[src/sv/acp_pkg.sv]
// acp_pkg: shared constants for the arccos polynomial / square root datapath.
// Register map, coefficient reset values and the pi constant.
// No dependencies.
`timescale 1ns / 1ps
`default_nettype none

package acp_pkg;

   typedef logic signed [31:0] coef_type;

   localparam int NUM_REGS  = 5;
   localparam int CSR_IDX_W = 3;

   localparam logic [CSR_IDX_W-1:0] CSR_COEF_0 = 3'd0;
   localparam logic [CSR_IDX_W-1:0] CSR_COEF_4 = 3'd4;

   localparam coef_type COEF_RESET [NUM_REGS] = '{
      32'sd1686557207,
      -32'sd227756103,
      32'sd79737142,
      -32'sd20110433,
      32'sd0
   };

   // pi in unsigned Q2.62
   localparam logic [63:0] PI_Q62 = 64'hC90FDAA22168C235;

endpackage

`default_nettype wire

[src/sv/acp_root_cell.sv]
// acp_root_cell: one digit of the restoring square root, one radicand bit pair per cycle.
// Carries the unconsumed radicand, the partial remainder, the partial root and valid.
// Depends on acp_pkg.
`timescale 1ns / 1ps
`default_nettype none

module acp_root_cell
   import acp_pkg::*;
#(
   parameter int FRAC_BITS = 30
) (
   input  wire logic                 clock,
   input  wire logic                 reset,
   input  wire logic                 vld_in,
   input  wire logic [FRAC_BITS+1:0] rad_in,
   input  wire logic [FRAC_BITS+3:0] rem_in,
   input  wire logic [FRAC_BITS:0]   root_in,
   output logic                      vld_out,
   output logic      [FRAC_BITS+1:0] rad_out,
   output logic      [FRAC_BITS+3:0] rem_out,
   output logic      [FRAC_BITS:0]   root_out
);

   localparam int RADW = FRAC_BITS + 2;
   localparam int REMW = FRAC_BITS + 4;

   logic              vld_ff;
   logic [RADW-1:0]   rad_ff;
   logic [REMW-1:0]   rem_ff;
   logic [FRAC_BITS:0] root_ff;

   logic [RADW-1:0]   rad_in_n;
   logic [REMW-1:0]   rem_in_n;
   logic [FRAC_BITS:0] root_in_n;
   logic [REMW-1:0]   rem_sh;
   logic [REMW-1:0]   trial;

   always_comb begin
      rem_sh   = {rem_in[REMW-3:0], rad_in[RADW-1:RADW-2]};
      trial    = {1'b0, root_in, 2'b01};
      rad_in_n = {rad_in[RADW-3:0], 2'b00};
      if (rem_sh >= trial) begin
         rem_in_n  = rem_sh - trial;
         root_in_n = {root_in[FRAC_BITS-1:0], 1'b1};
      end else begin
         rem_in_n  = rem_sh;
         root_in_n = {root_in[FRAC_BITS-1:0], 1'b0};
      end
   end

   always_ff @(posedge clock) begin
      if (reset) begin
         vld_ff <= 1'b0;
      end else begin
         vld_ff <= vld_in;
      end
   end

   always_ff @(posedge clock) begin
      rad_ff  <= rad_in_n;
      rem_ff  <= rem_in_n;
      root_ff <= root_in_n;
   end

   assign vld_out  = vld_ff;
   assign rad_out  = rad_ff;
   assign rem_out  = rem_ff;
   assign root_out = root_ff;

endmodule

`default_nettype wire

[config.mk]
export PLATFORM = sky130hd
export DESIGN_NAME = acp_root_cell
export DESIGN_NICKNAME = d
export VERILOG_FILES = /design/src/sv/acp_pkg.sv /design/src/sv/acp_root_cell.sv
export SDC_FILE = /design/constraint.sdc
export NUM_CORES = 1
export LEC_CHECK = 0
export ABC_AREA = 1
export BUFFER_PORTS_ARGS = -buffer_cell sky130_fd_sc_hd__buf_4
export CAP_MARGIN = 20
export CORE_MARGIN = 10
export CORE_UTILIZATION = 45
export CTS_CLUSTER_DIAMETER = 80
export DETAILED_ROUTE_END_ITERATION = 6
export PLACE_DENSITY = 0.84
export SYNTH_ARGS = -nofsm -noshare
export SYNTH_HDL_FRONTEND = slang
export SYNTH_SLANG_ARGS = --single-unit
[constraint.sdc]
create_clock -name clock -period 2 [get_ports clock]
set_input_delay 0.4 -clock clock [delete_from_list [all_inputs] [get_ports clock]]
set_output_delay 0.4 -clock clock [all_outputs]
set_load 0.005 [all_outputs]
# Word-level counts from Yosys, hierarchy flattened
# Index checks and enable logic that the tools add are counted.
[word_totals]
regBits = 96
input_bits = 100
word_cells = 8
[op_classes]
addsub = 1
n_lt_le_gt_ge = 1
mux = 2
[op_table]
columns = ["op", "n"]
rows = [
  ["$ge 34x33->1", 1],
  ["$mux 34", 1],
  ["$sub 34x33->34", 1],
  ["$mux 1", 1],
]

# Depth between registers and ports, before layout
[logic_depth]
ltp_word = 2
depth_mapped = 16

# Worst setup path before layout
# OpenSTA, ideal clock, no wires.
[synth_timing]
kind = "input to register"
from = "input root_in[22]"
to = "register rem_ff[22], in the netlist rem_out[22]"
setup_time_ns = 0.113
t_arrival_ns = 1.760
required_time_ns = 1.887
setup_slack_ns = 0.126
cell_stages = 13
cell_sequence = "inv_1 -> ha_1 -> nand2_1 -> inv_1 -> a21oi_1 -> nand2_1 -> nand2_1 -> nand3b_1 -> nor2_1 -> nand2_4 -> buf_6 -> nand3_1 -> nand2_1"
[synth_between]
elab_chain_cells = 2
[synth_rtl]
columns = ["item", "line_no", "rtl"]
rows = [
  ["start: declaration", "acp_root_cell.sv:17", "input wire logic [FRAC_BITS:0] root_in,"],
  ["$ge 34x33->1", "acp_root_cell.sv:42", "if (rem_sh >= trial) begin"],
  ["$mux 34", "acp_root_cell.sv:42", ""],
  ["net rem_in_n[22]", "acp_root_cell.sv:33", "logic [REMW-1:0] rem_in_n;"],
  ["end signal: assignment", "acp_root_cell.sv:61", "rem_ff <= rem_in_n;"],
  ["end: declaration", "acp_root_cell.sv:29", "logic [REMW-1:0] rem_ff;"],
]
# The timed path passes the listed nets, and every way through them passes these cells.
# A chain may end at the register's enable or synchronous reset.

# Worst setup path in the final report
[layout_timing]
from = "input rem_in[4]"
to = "register rem_ff[31], in the netlist rem_out[31]"
[layout_between]
elab_chain_cells = 2
[layout_rtl]
columns = ["item", "line_no", "rtl"]
rows = [
  ["start: declaration", "acp_root_cell.sv:16", "input wire logic [FRAC_BITS+3:0] rem_in,"],
  ["$sub 34x33->34 or $ge 34x33->1 (tied branches)", "acp_root_cell.sv:43, acp_root_cell.sv:42", ""],
  ["$mux 34 *", "acp_root_cell.sv:42", ""],
  ["net rem_in_n[31]", "acp_root_cell.sv:33", ""],
]
# The timed path passes the listed nets; every way through them passes the cells marked *.

==> out/qor.csv <==
stage;metric;value;unit
yosys;yosysTopAreaCell;dfxtp_1;
routing;post_drt_wl_per_cell;14.07;µm
setup_path;critical_path_required;2250;ps
setup_path;path_max_fanout;3;
setup_path;cp-end-kind;flop;
setup_path;crit_path_start_kind;primary input;
global_route;busiest_layer;met2;
floorplan;die-height;126.5;µm
yosys;synth.avg_cell_area;6.711;µm²
power;power.density;722.5;mW/mm²
cts;root_buffer;clkbuf_16;
yosys;synth.top_cell.area_share;37.63;%
min_path;hold_path_startpoint;rad_in[27];
floorplan;die_x;126.5;µm
yosys;synth_cell_type_count;31;
setup_path;crit_arrival;2110;ps
floorplan;boundaryPins;198;
layout;drive_above_1_share;32.24;%
power;power;5.638;mW
global_route;grt.total_usage;20.20;%
yosys;synth-seq-cells;96;
routing;antenna_left;0;
place;dp_hpwl;14430;µm
cts;cts.clk_slew.worst_paths;70;ps
setup_path;crit_start;rem_in[4];
yosys;syn_area;0.005107;mm²
yosys;yosysSeqAreaShare;37.63;%
global_route;grt_max_degree;19;
cts;cts_tree;built;
cts;cts_setup_buffers;0;
sta;finalSetupViolations;0;
power;leakage;4.526;nW
place;dpl_worst_slack;-254.3;ps
floorplan;core-area;0.01098;mm²
layout;final_common_cell;nand2_1;
sta;period_minus_slack;1866;ps
cts;cts.path.max_buffers;2;
floorplan;initial_core_util;46.50;%
global_route;grt_pass1_wl;26510;µm
sta;finalMaxSlewViolations;0;
layout;final_cell_mix;297 x nand2_1, 288 x buf_4, 138 x inv_1;
floorplan;dieArea;0.01601;mm²
setup_path;crit_type;in2reg;
cts;numCtsBuffers;9;
status;outcome;finished, final reports clean;
power;ir_worst_vdd;0.5693;mV
min_path;hold_end;rad_out[29];
sta;finalHoldViolations;0;
global_route;antenna_found_initial;0;
floorplan;rows;38;
sta;rsz0062_at_grt;false;
yosys;synth_area_leaders;dfxtp_1 38%, nand2_1 22%, inv_1 10%, ha_1 8.1%, nor2_1 3.7%;
global_route;grt_overflow;0;
place;portBuffers;193;
global_route;use_met3;5.789;%
sta;post-route-period-util;93.32;%
sta;timing.fmax;0.5358;GHz
global_route;met2_usage;34.69;%
sta;timing.final.ws_setup;133.7;ps
global_route;gr-usage-met1;24.16;%
routing;wl;16950;µm
sta;final.setup.tns;0;ps
min_path;whs_path_depth;1;
cts;cts_max_level;3;
min_path;hp-class;in2reg;
routing;drt_pass1_iterations;5;
routing;drtIter0Drc;325;
routing;vias;5583;
run;maxCapViolCount;0;
layout;nNetsFinal;1192;
place;place_congestion;0.9707;
routing;drc;0;
cts;clock-sinks;96;
layout;antennaDiodeCount;0;
layout;syn_to_final_growth;52.79;%
sta;fin_hold_ws;147.9;ps
global_route;first_global_vias;5573;
yosys;synth_warnings;0;
yosys;synth_cells;761;
routing;viasPerCell;4.637;
[synth_stat cells, drive strengths merged]
| cell type | n |
|---|---|
| buf | 8 |
| nand3b | 12 |
| xnor2 | 2 |
| conb | 1 |
| or2 | 2 |
| inv | 139 |
| o21bai | 4 |
| nand3 | 35 |
| o21ai | 8 |
| o21a | 1 |
| dfxtp | 96 |
| nor4 | 2 |
| and3 | 1 |
| nand4 | 7 |
| ha | 33 |
| nand2 | 306 |
| xor2 | 14 |
| nor3 | 4 |
| a21oi | 26 |
| nor2 | 59 |
| a21o | 1 |
[through the flow]
step | util [%] | std cells | area, µm²
2_1_floorplan | - | 762 | 5111
5_1_grt | 71.05 | 1204 | 7804
6_report | 71.05 | 1204 | 7804
3_5_place_dp | 68.16 | 1188 | 7486
4_1_cts | 70.76 | 1204 | 7771
3_3_place_gp | 68.16 | 1188 | 7486
[flip-flops by register name, indices dropped and copies added (netlist names)]
signal    count
rem_out      34
root_out     31
rad_out      30
vld_out       1
[how the worst max path moves through the flow]
stage | end | depth (start not counted)
after detailed placement | rem_out[1] | 13
after floorplan | rem_out[22] | 13
final | rem_out[31] | 13
after CTS | rem_out[1] | 13
after global routing | rem_out[29] | 14
after global placement | rem_out[25] | 13
[logic make-up (layout without fill, tap and decap cells)]
logic type | Yosys count | after routing | share of synthesized area [%]
and+or+nand+nor | 428 | 428 | 35.20
buffers and inverters | 147 | 449 | 11.83
DFF | 96 | 96 | 37.63
AOI/OAI and AO/OA | 40 | 40 | 4.434
adders and majority gates | 33 | 33 | 8.084
xor gates and xnor gates | 16 | 16 | 2.744
other | 1 | 2 | 0.07342
[where the power goes]
| part | switching, mW | internal (mW) |
|---|---|---|
| Clock | 0.788 | 0.867 |
| Sequential | 0.0539 | 2.12 |
| Combinational | 0.878 | 0.932 |
| Total | 1.72 | 3.92 |
[timing repair]
item,in CTS,in global routing
hold buffers,0,0
gates resized for setup,0,8
setup endpoints to repair,0,34
[per-layer routing]
metal / vias to the layer above / routed length [µm]
li1: 2891 / -
met2: 200 / 8008
met1: 2473 / 7363
met3: 19 / 1349
met4: 0 / 224
met5: - / 0
[worst max-delay path: stages]
cell and delay [ps]:
buf_4 110, ha_1 320, buf_4 150, nand2_1 60
nand2_1 80, a21oi_1 190, nand2_1 150, nand2_1 100
nand2_1 150, nand2_1 160, nand3b_1 90, nand3_1 90
nand2_1 50
[area by class of cell]
type	instances	area, µm²
repair buffers	294	2282
fillers	911	3179
flip-flops and latches	96	1922
inverters	139	521.8
clock buffers	9	225.2
multi-input cells	519	2618
clock inverters	7	60.06
well taps	140	175.2
Note: power is estimated with default switching activity, not from simulation.
