File: config.mk
export PLATFORM = sky130hd
export DESIGN_NAME = acp_horner_cell
export DESIGN_NICKNAME = d
export VERILOG_FILES = /design/src/sv/acp_pkg.sv /design/src/sv/acp_horner_cell.sv
export SDC_FILE = /design/constraint.sdc
export NUM_CORES = 2
export LEC_CHECK = 0
export BUFFER_PORTS_ARGS = -buffer_cell sky130_fd_sc_hd__buf_2
export CORE_ASPECT_RATIO = 1.4
export CORE_MARGIN = 4
export CORE_UTILIZATION = 55
export DETAILED_ROUTE_END_ITERATION = 8
export PLACE_DENSITY = 0.7
export SLEW_MARGIN = 25
export SYNTH_ARGS = -nofsm -noshare
export SYNTH_HDL_FRONTEND = slang
export SYNTH_SLANG_ARGS = --single-unit
File: constraint.sdc
create_clock -name clock -period 18.2 [get_ports clock]
set_input_delay 3.64 -clock clock [delete_from_list [all_inputs] [get_ports clock]]
set_output_delay 3.64 -clock clock [all_outputs]
set_load 0.03 [all_outputs]
File: src/sv/acp_pkg.sv
// acp_pkg: shared constants for the arccos polynomial / square root datapath.
// Register map, coefficient reset values and the pi constant.
// No dependencies.
`timescale 1ns / 1ps
`default_nettype none

package acp_pkg;

   typedef logic signed [31:0] coef_type;

   localparam int NUM_REGS  = 5;
   localparam int CSR_IDX_W = 3;

   localparam logic [CSR_IDX_W-1:0] CSR_COEF_0 = 3'd0;
   localparam logic [CSR_IDX_W-1:0] CSR_COEF_4 = 3'd4;

   localparam coef_type COEF_RESET [NUM_REGS] = '{
      32'sd1686557207,
      -32'sd227756103,
      32'sd79737142,
      -32'sd20110433,
      32'sd0
   };

   // pi in unsigned Q2.62
   localparam logic [63:0] PI_Q62 = 64'hC90FDAA22168C235;

endpackage

`default_nettype wire

File: src/sv/acp_horner_cell.sv
// acp_horner_cell: one Horner step acc' = sat32(round(acc * m) + coef), two stages.
// Stage A multiplies the magnitude, stage B rounds, adds and saturates.
// Depends on acp_pkg.
`timescale 1ns / 1ps
`default_nettype none

module acp_horner_cell
   import acp_pkg::*;
#(
   parameter int FRAC_BITS = 30,
   parameter int MW        = 31
) (
   input  wire logic          clock,
   input  wire coef_type      coef,
   input  wire logic [MW-1:0] m_in,
   input  wire logic          neg_in,
   input  wire coef_type      acc_in,
   output logic      [MW-1:0] m_out,
   output logic               neg_out,
   output coef_type           acc_out
);

   localparam int PW = 32 + MW;
   localparam int RW = PW + 34;
   localparam logic [RW-1:0] HALF = RW'(1) << (FRAC_BITS - 1);

   logic [PW-1:0] prod_a_ff;
   logic          sgn_a_ff;
   logic [MW-1:0] m_a_ff;
   logic          neg_a_ff;
   coef_type      coef_a_ff;

   logic [MW-1:0] m_b_ff;
   logic          neg_b_ff;
   coef_type      acc_b_ff;

   logic [31:0]        mag_in;
   logic [RW-1:0]      rnd_sum;
   logic [RW-1:0]      rnd_shift;
   logic [32:0]        rnd_mag;
   logic signed [34:0] term;
   logic signed [34:0] sum;
   coef_type           acc_in_b;

   always_comb begin
      mag_in = acc_in[31] ? (~acc_in + 32'd1) : acc_in;
   end

   always_ff @(posedge clock) begin
      prod_a_ff <= PW'(mag_in) * PW'(m_in);
      sgn_a_ff  <= acc_in[31];
      m_a_ff    <= m_in;
      neg_a_ff  <= neg_in;
      coef_a_ff <= coef;
   end

   always_comb begin
      rnd_sum   = {34'd0, prod_a_ff} + HALF;
      rnd_shift = rnd_sum >> FRAC_BITS;
      rnd_mag   = rnd_shift[32:0];
      term      = sgn_a_ff ? -$signed({2'b00, rnd_mag}) : $signed({2'b00, rnd_mag});
      sum       = term + 35'(coef_a_ff);
      if (sum > 35'sd2147483647) begin
         acc_in_b = 32'sh7FFFFFFF;
      end else if (sum < -35'sd2147483648) begin
         acc_in_b = 32'sh80000000;
      end else begin
         acc_in_b = sum[31:0];
      end
   end

   always_ff @(posedge clock) begin
      m_b_ff   <= m_a_ff;
      neg_b_ff <= neg_a_ff;
      acc_b_ff <= acc_in_b;
   end

   assign m_out   = m_b_ff;
   assign neg_out = neg_b_ff;
   assign acc_out = acc_b_ff;

endmodule

`default_nettype wire

### Yosys cells after proc, flatten, opt, wreduce, memory -nomap -nowiden

Index checks and enable logic that the tools add are counted.

* bitwise gates (word level): 1
* magnitude comparators: 2
* add/subtract/negate cells: 4
* mux-type cells: 3
* multipliers: 1

Operators with widths (count)
* $mux W32: 2
* $add A63 B30 Y63 const B: 1
* $mul A32 B31 Y63: 1
* $add A35 B32 Y35: 1
* $gt A35 B32 Y1 const B: 1
* $lt A35 B32 Y1 const B: 1
* $mux W35: 1
* $neg A33 Y35: 1
* $add A32 B1 Y32 const B: 1
* $not A32 Y32: 1

* word-level logic and storage cells: 19
* input port bits: 97
* output and inout port bits: 64
* register bits after elaboration: 192

### Depth between registers and ports, before layout

* depth in word-level cells: 6
* mapped depth: 37
* gate-level depth less buffers: 36

### Worst setup path before layout

OpenSTA, ideal clock, no wires.

* kind: in2reg
* start point: input acc_in[6]
* end point: register prod_a_ff[56]
* arrival time: 12556 ps
* slack: 5571 ps
* setup time: 72 ps
* buffers on the path: 2
* required time: 18128 ps
* stages: 32
* cells stage by stage: or3_1 -> nor2_2 -> nand3_1 -> or3_1 -> nand2b_4 -> or3_4 -> o31ai_1 -> xnor2_1 -> clkbuf_1 -> and2_1 -> fa_1 -> fa_1 -> fa_1 -> inv_1 -> fa_1 -> inv_1 -> fa_1 -> fa_1 -> fa_1 -> fa_1 -> ha_1 -> clkbuf_1 -> a21o_1 -> a21o_1 -> a21o_1 -> or4_1 -> o22a_1 -> a311o_1 -> a41oi_2 -> o21ai_1 -> a221oi_1 -> xnor2_1

* longest elaborated chain between the ends: 4

Ends and longest elaborated chain
* from (decl): line acp_horner_cell.sv:17 `input wire coef_type acc_in,`
* $not A32 Y32: line acp_horner_cell.sv:46 `mag_in = acc_in[31] ? (~acc_in + 32'd1) : acc_in;`
* $add A32 B1 Y32: line acp_horner_cell.sv:46
* $mux W32 (*): line acp_horner_cell.sv:46
* $mul A32 B31 Y63 (*): line acp_horner_cell.sv:50 `prod_a_ff <= PW'(mag_in) * PW'(m_in);`
* to (signal assigned): line acp_horner_cell.sv:50
* to (decl): line acp_horner_cell.sv:27 `logic [PW-1:0] prod_a_ff;`

Mark *: on every way between the ends. The rest lies on a longest branch, timed or not.
A chain may end at the register's enable or synchronous reset.

### Worst setup path in the final report

* start point: input acc_in[0]
* end point: register prod_a_ff[56]

Same word-level chain as after synthesis.

==> qor.csv <==
metric,value,unit
crit path time final,13.32,ns
Worst path max stage delay,0.75,ns
Worst Hold Endpoint,m_out[15]$_DFF_P_,
max-capacitance violation count,0,
via count,28990,
PortBufs,160,
Fmax,75.09,MHz
Layout fillers,6274,
synth unique cells,91,
Initial Util,55.47,%
R2R Path End,acc_out[2]$_SDFF_PN1_,
area of the core,0.07022,mm^2
Detailed Route Iter0 Violations,1765,
status,"finished, final reports clean",
DP HPWL,80.53,mm
sequential fraction of the synthesis area,8.379,%
"most used cell, CP",fa_1,
Synth Instances,4205,
chip height,322.9,um
area delta synth->final,5.738,%
clock transition at the registers of the reported paths,0.08,ns
worst-skew pair later-pin latency,0.50,ns
FF-to-FF Start,prod_a_ff[36]$_DFF_P_,
"Cell Area, Placed",0.04055,mm^2
TritonCTS clock tree,built,
ANT nets after route,0,
Slew @ Worst Pin,1.004,ns
largest net degree at the start of global routing,41,
share of post-route cells with drive strength above 1,7.194,%
Total GRT Usage,29.62,%
Mean Syn Cell Area,9.262,um^2
Crit. End Element,flip-flop,
required time worst endpoint,18.63,ns
# IOs,161,
endpoints failing hold,0,
RSZ-0062 raised after global routing,no,
"Cell Area, Synth",0.03895,mm^2
setup tns final,0,ns
"Net count, final",5452,
register area,0.003263,mm^2
Synth async-reset ratio,0,%
final WL,107.4,mm
final cycle utilization of the critical path,73.17,%
vias in the first global route,31620,
die area,0.07519,mm^2
Hold Startpoint,m_a_ff[15]$_DFF_P_,
Die W,232.9,um
multi-input combinational cell area,0.03190,mm^2
GP Congestion,0.9615,
Yosys Warn Count,0,
TritonCTS buffer count,17,
Final Slew Violations,0,
H-tree depth,4,
critical path class,in2reg,
DRC viols,0,
Clock Skews,0.01725,ns
max_slew headroom,33.05,%
clock tree sinks,163,
grt ovf,0,
CP max-delay cell,o41ai_1,
Root Buffer,clkbuf_16,
crit-path max FO,33,
first-pass GRT wire length,171.0,mm
post-synthesis register bit count,163,
DRT Pass-1 Iters,7,
"Design Area, Final",0.04118,mm^2
Final Setup Violations,0,
startpoint types,input port,
R2R Setup Slk,12.13,ns
Vias/cell,5.631,
row count,115,
"Net Count, Synth",5458,
PostCTS Resize Cnt,0,
CP arrival,13.74,ns
Post-synth EDFFs,0,
clock buffer depth,2,
Synth Flop Type,dfxtp_1,
Hold Path Class,reg2reg,
WL/cell,20.85,um
antenna violations before repair,4,
hold path depth,0,
Hold Buf Count CTS,0,
postcts setup bufs,0,
path depth of the worst reg2reg path,19,
==> metrics by stage <==
stage          util [%]  setup slack, ns  cells  hold slack (ns)
2_1_floorplan         -            5.571   4205           0.3096
3_3_place_gp      57.75            4.722   5116           0.3096
3_5_place_dp      57.75            4.514   5116           0.3121
4_1_cts           58.64            4.999   5148           0.3259
5_1_grt           58.64            4.504   5148           0.3268
6_report          58.65            4.883   5149           0.3211
==> final cells by class <==
cell class / instances / area share, %
clock buffers: 17 / 1.033
flip-flops and latches: 163 / 7.924
well taps: 936 / 2.844
multi-input cells: 2989 / 77.47
clock inverters: 15 / 0.4831
diodes: 1 / 0.006077
repair buffers: 202 / 2.710
inverters: 826 / 7.529
==> synthesized netlist by cell type, drive strengths merged, types with 22 or more instances <==
| cell | n | area share (%) |
|---|---|---|
| nand3 | 44 | 0.61 |
| dfxtp | 163 | 8.4 |
| nand2 | 557 | 5.4 |
| xor2 | 48 | 1.1 |
| nor2 | 47 | 0.46 |
| buf | 29 | 0.50 |
| a21oi | 83 | 1.1 |
| fa | 866 | 45 |
| a21o | 72 | 1.4 |
| o21ai | 57 | 0.76 |
| xnor2 | 111 | 2.5 |
| clkbuf | 198 | 1.9 |
| nand4 | 31 | 0.51 |
| ha | 290 | 9.3 |
| inv | 826 | 8.0 |
| and3 | 22 | 0.35 |
| nor3 | 23 | 0.34 |
| and2 | 531 | 8.5 |
==> flip-flops by register name, indices dropped and copies added, names as in the netlist <==
signal,flops
acc_out,32
coef_a_ff,32
m_a_ff,31
m_out,31
neg_a_ff,1
neg_out,1
prod_a_ff,34
sgn_a_ff,1
==> cells by family (layout without fill, tap and decap cells) <==
logic type | Yosys count | in the layout | synth area share (%)
xor+xnor | 159 | 159 | 3.595
compound gates | 342 | 342 | 6.094
other cells | 0 | 1 | 0
buf+inv | 1053 | 1060 | 10.37
flops | 163 | 163 | 8.379
fa+ha+maj | 1156 | 1156 | 53.83
simple gates | 1330 | 1330 | 17.67
mux | 2 | 2 | 0.05782
==> per-layer routing <==
metal  wire length, um  global-route usage, %  vias to the layer above
li1                  -                      -                    12630
met5                 0                      0                        -
met3              6287                  4.184                      411
met4              7591                  18.11                        0
met2             55860                  52.59                     1124
met1             37640                  33.70                    14830
==> placed cells by master, fill, tap and decap left out, drive strengths merged, types with 5 or more instances in the layout <==
cell     Yosys  final
a21oi       83     83
o21ai       57     57
xor2        48     48
inv        826    832
fa         866    866
nand2b      12     12
xnor2      111    111
and2       531    531
a2111oi      5      5
a21o        72     72
ha         290    290
clkinv       0      9
nor2        47     47
o31a         5      5
o41ai        5      5
a31o         6      6
and4        12     12
buf         29    202
o31ai       11     11
nand3       44     44
a211oi       7      7
nor2b        7      7
o21a        10     10
nor3        23     23
a31oi       14     14
o21bai      16     16
nand2      557    557
nand4       31     31
nor4         8      8
clkbuf     198     17
and3        22     22
dfxtp      163    163
o211ai       7      7
or3         14     14
==> critical path: cells and delay by family <==
| family | cells | cell delay [ns] |
|---|---|---|
| xor+xnor | 2 | 0.34 |
| simple gates | 6 | 1.86 |
| compound gates | 7 | 2.41 |
| buf+inv | 6 | 0.99 |
| fa+ha+maj | 10 | 4.46 |
==> how the worst max path moves through the flow <==
stage,from,to,slack (ns)
after floorplan,acc_in[6],prod_a_ff[56]$_DFF_P_,5.57
after global placement,acc_in[0],prod_a_ff[56]$_DFF_P_,4.72
after detailed placement,acc_in[0],prod_a_ff[56]$_DFF_P_,4.51
after CTS,acc_in[0],prod_a_ff[56]$_DFF_P_,5.00
after global routing,acc_in[0],prod_a_ff[56]$_DFF_P_,4.50
final,acc_in[0],prod_a_ff[56]$_DFF_P_,4.88
Power is left out: the tool's default activity adds up to more than one toggle a clock period on the data nets, which glitch-free logic cannot reach.
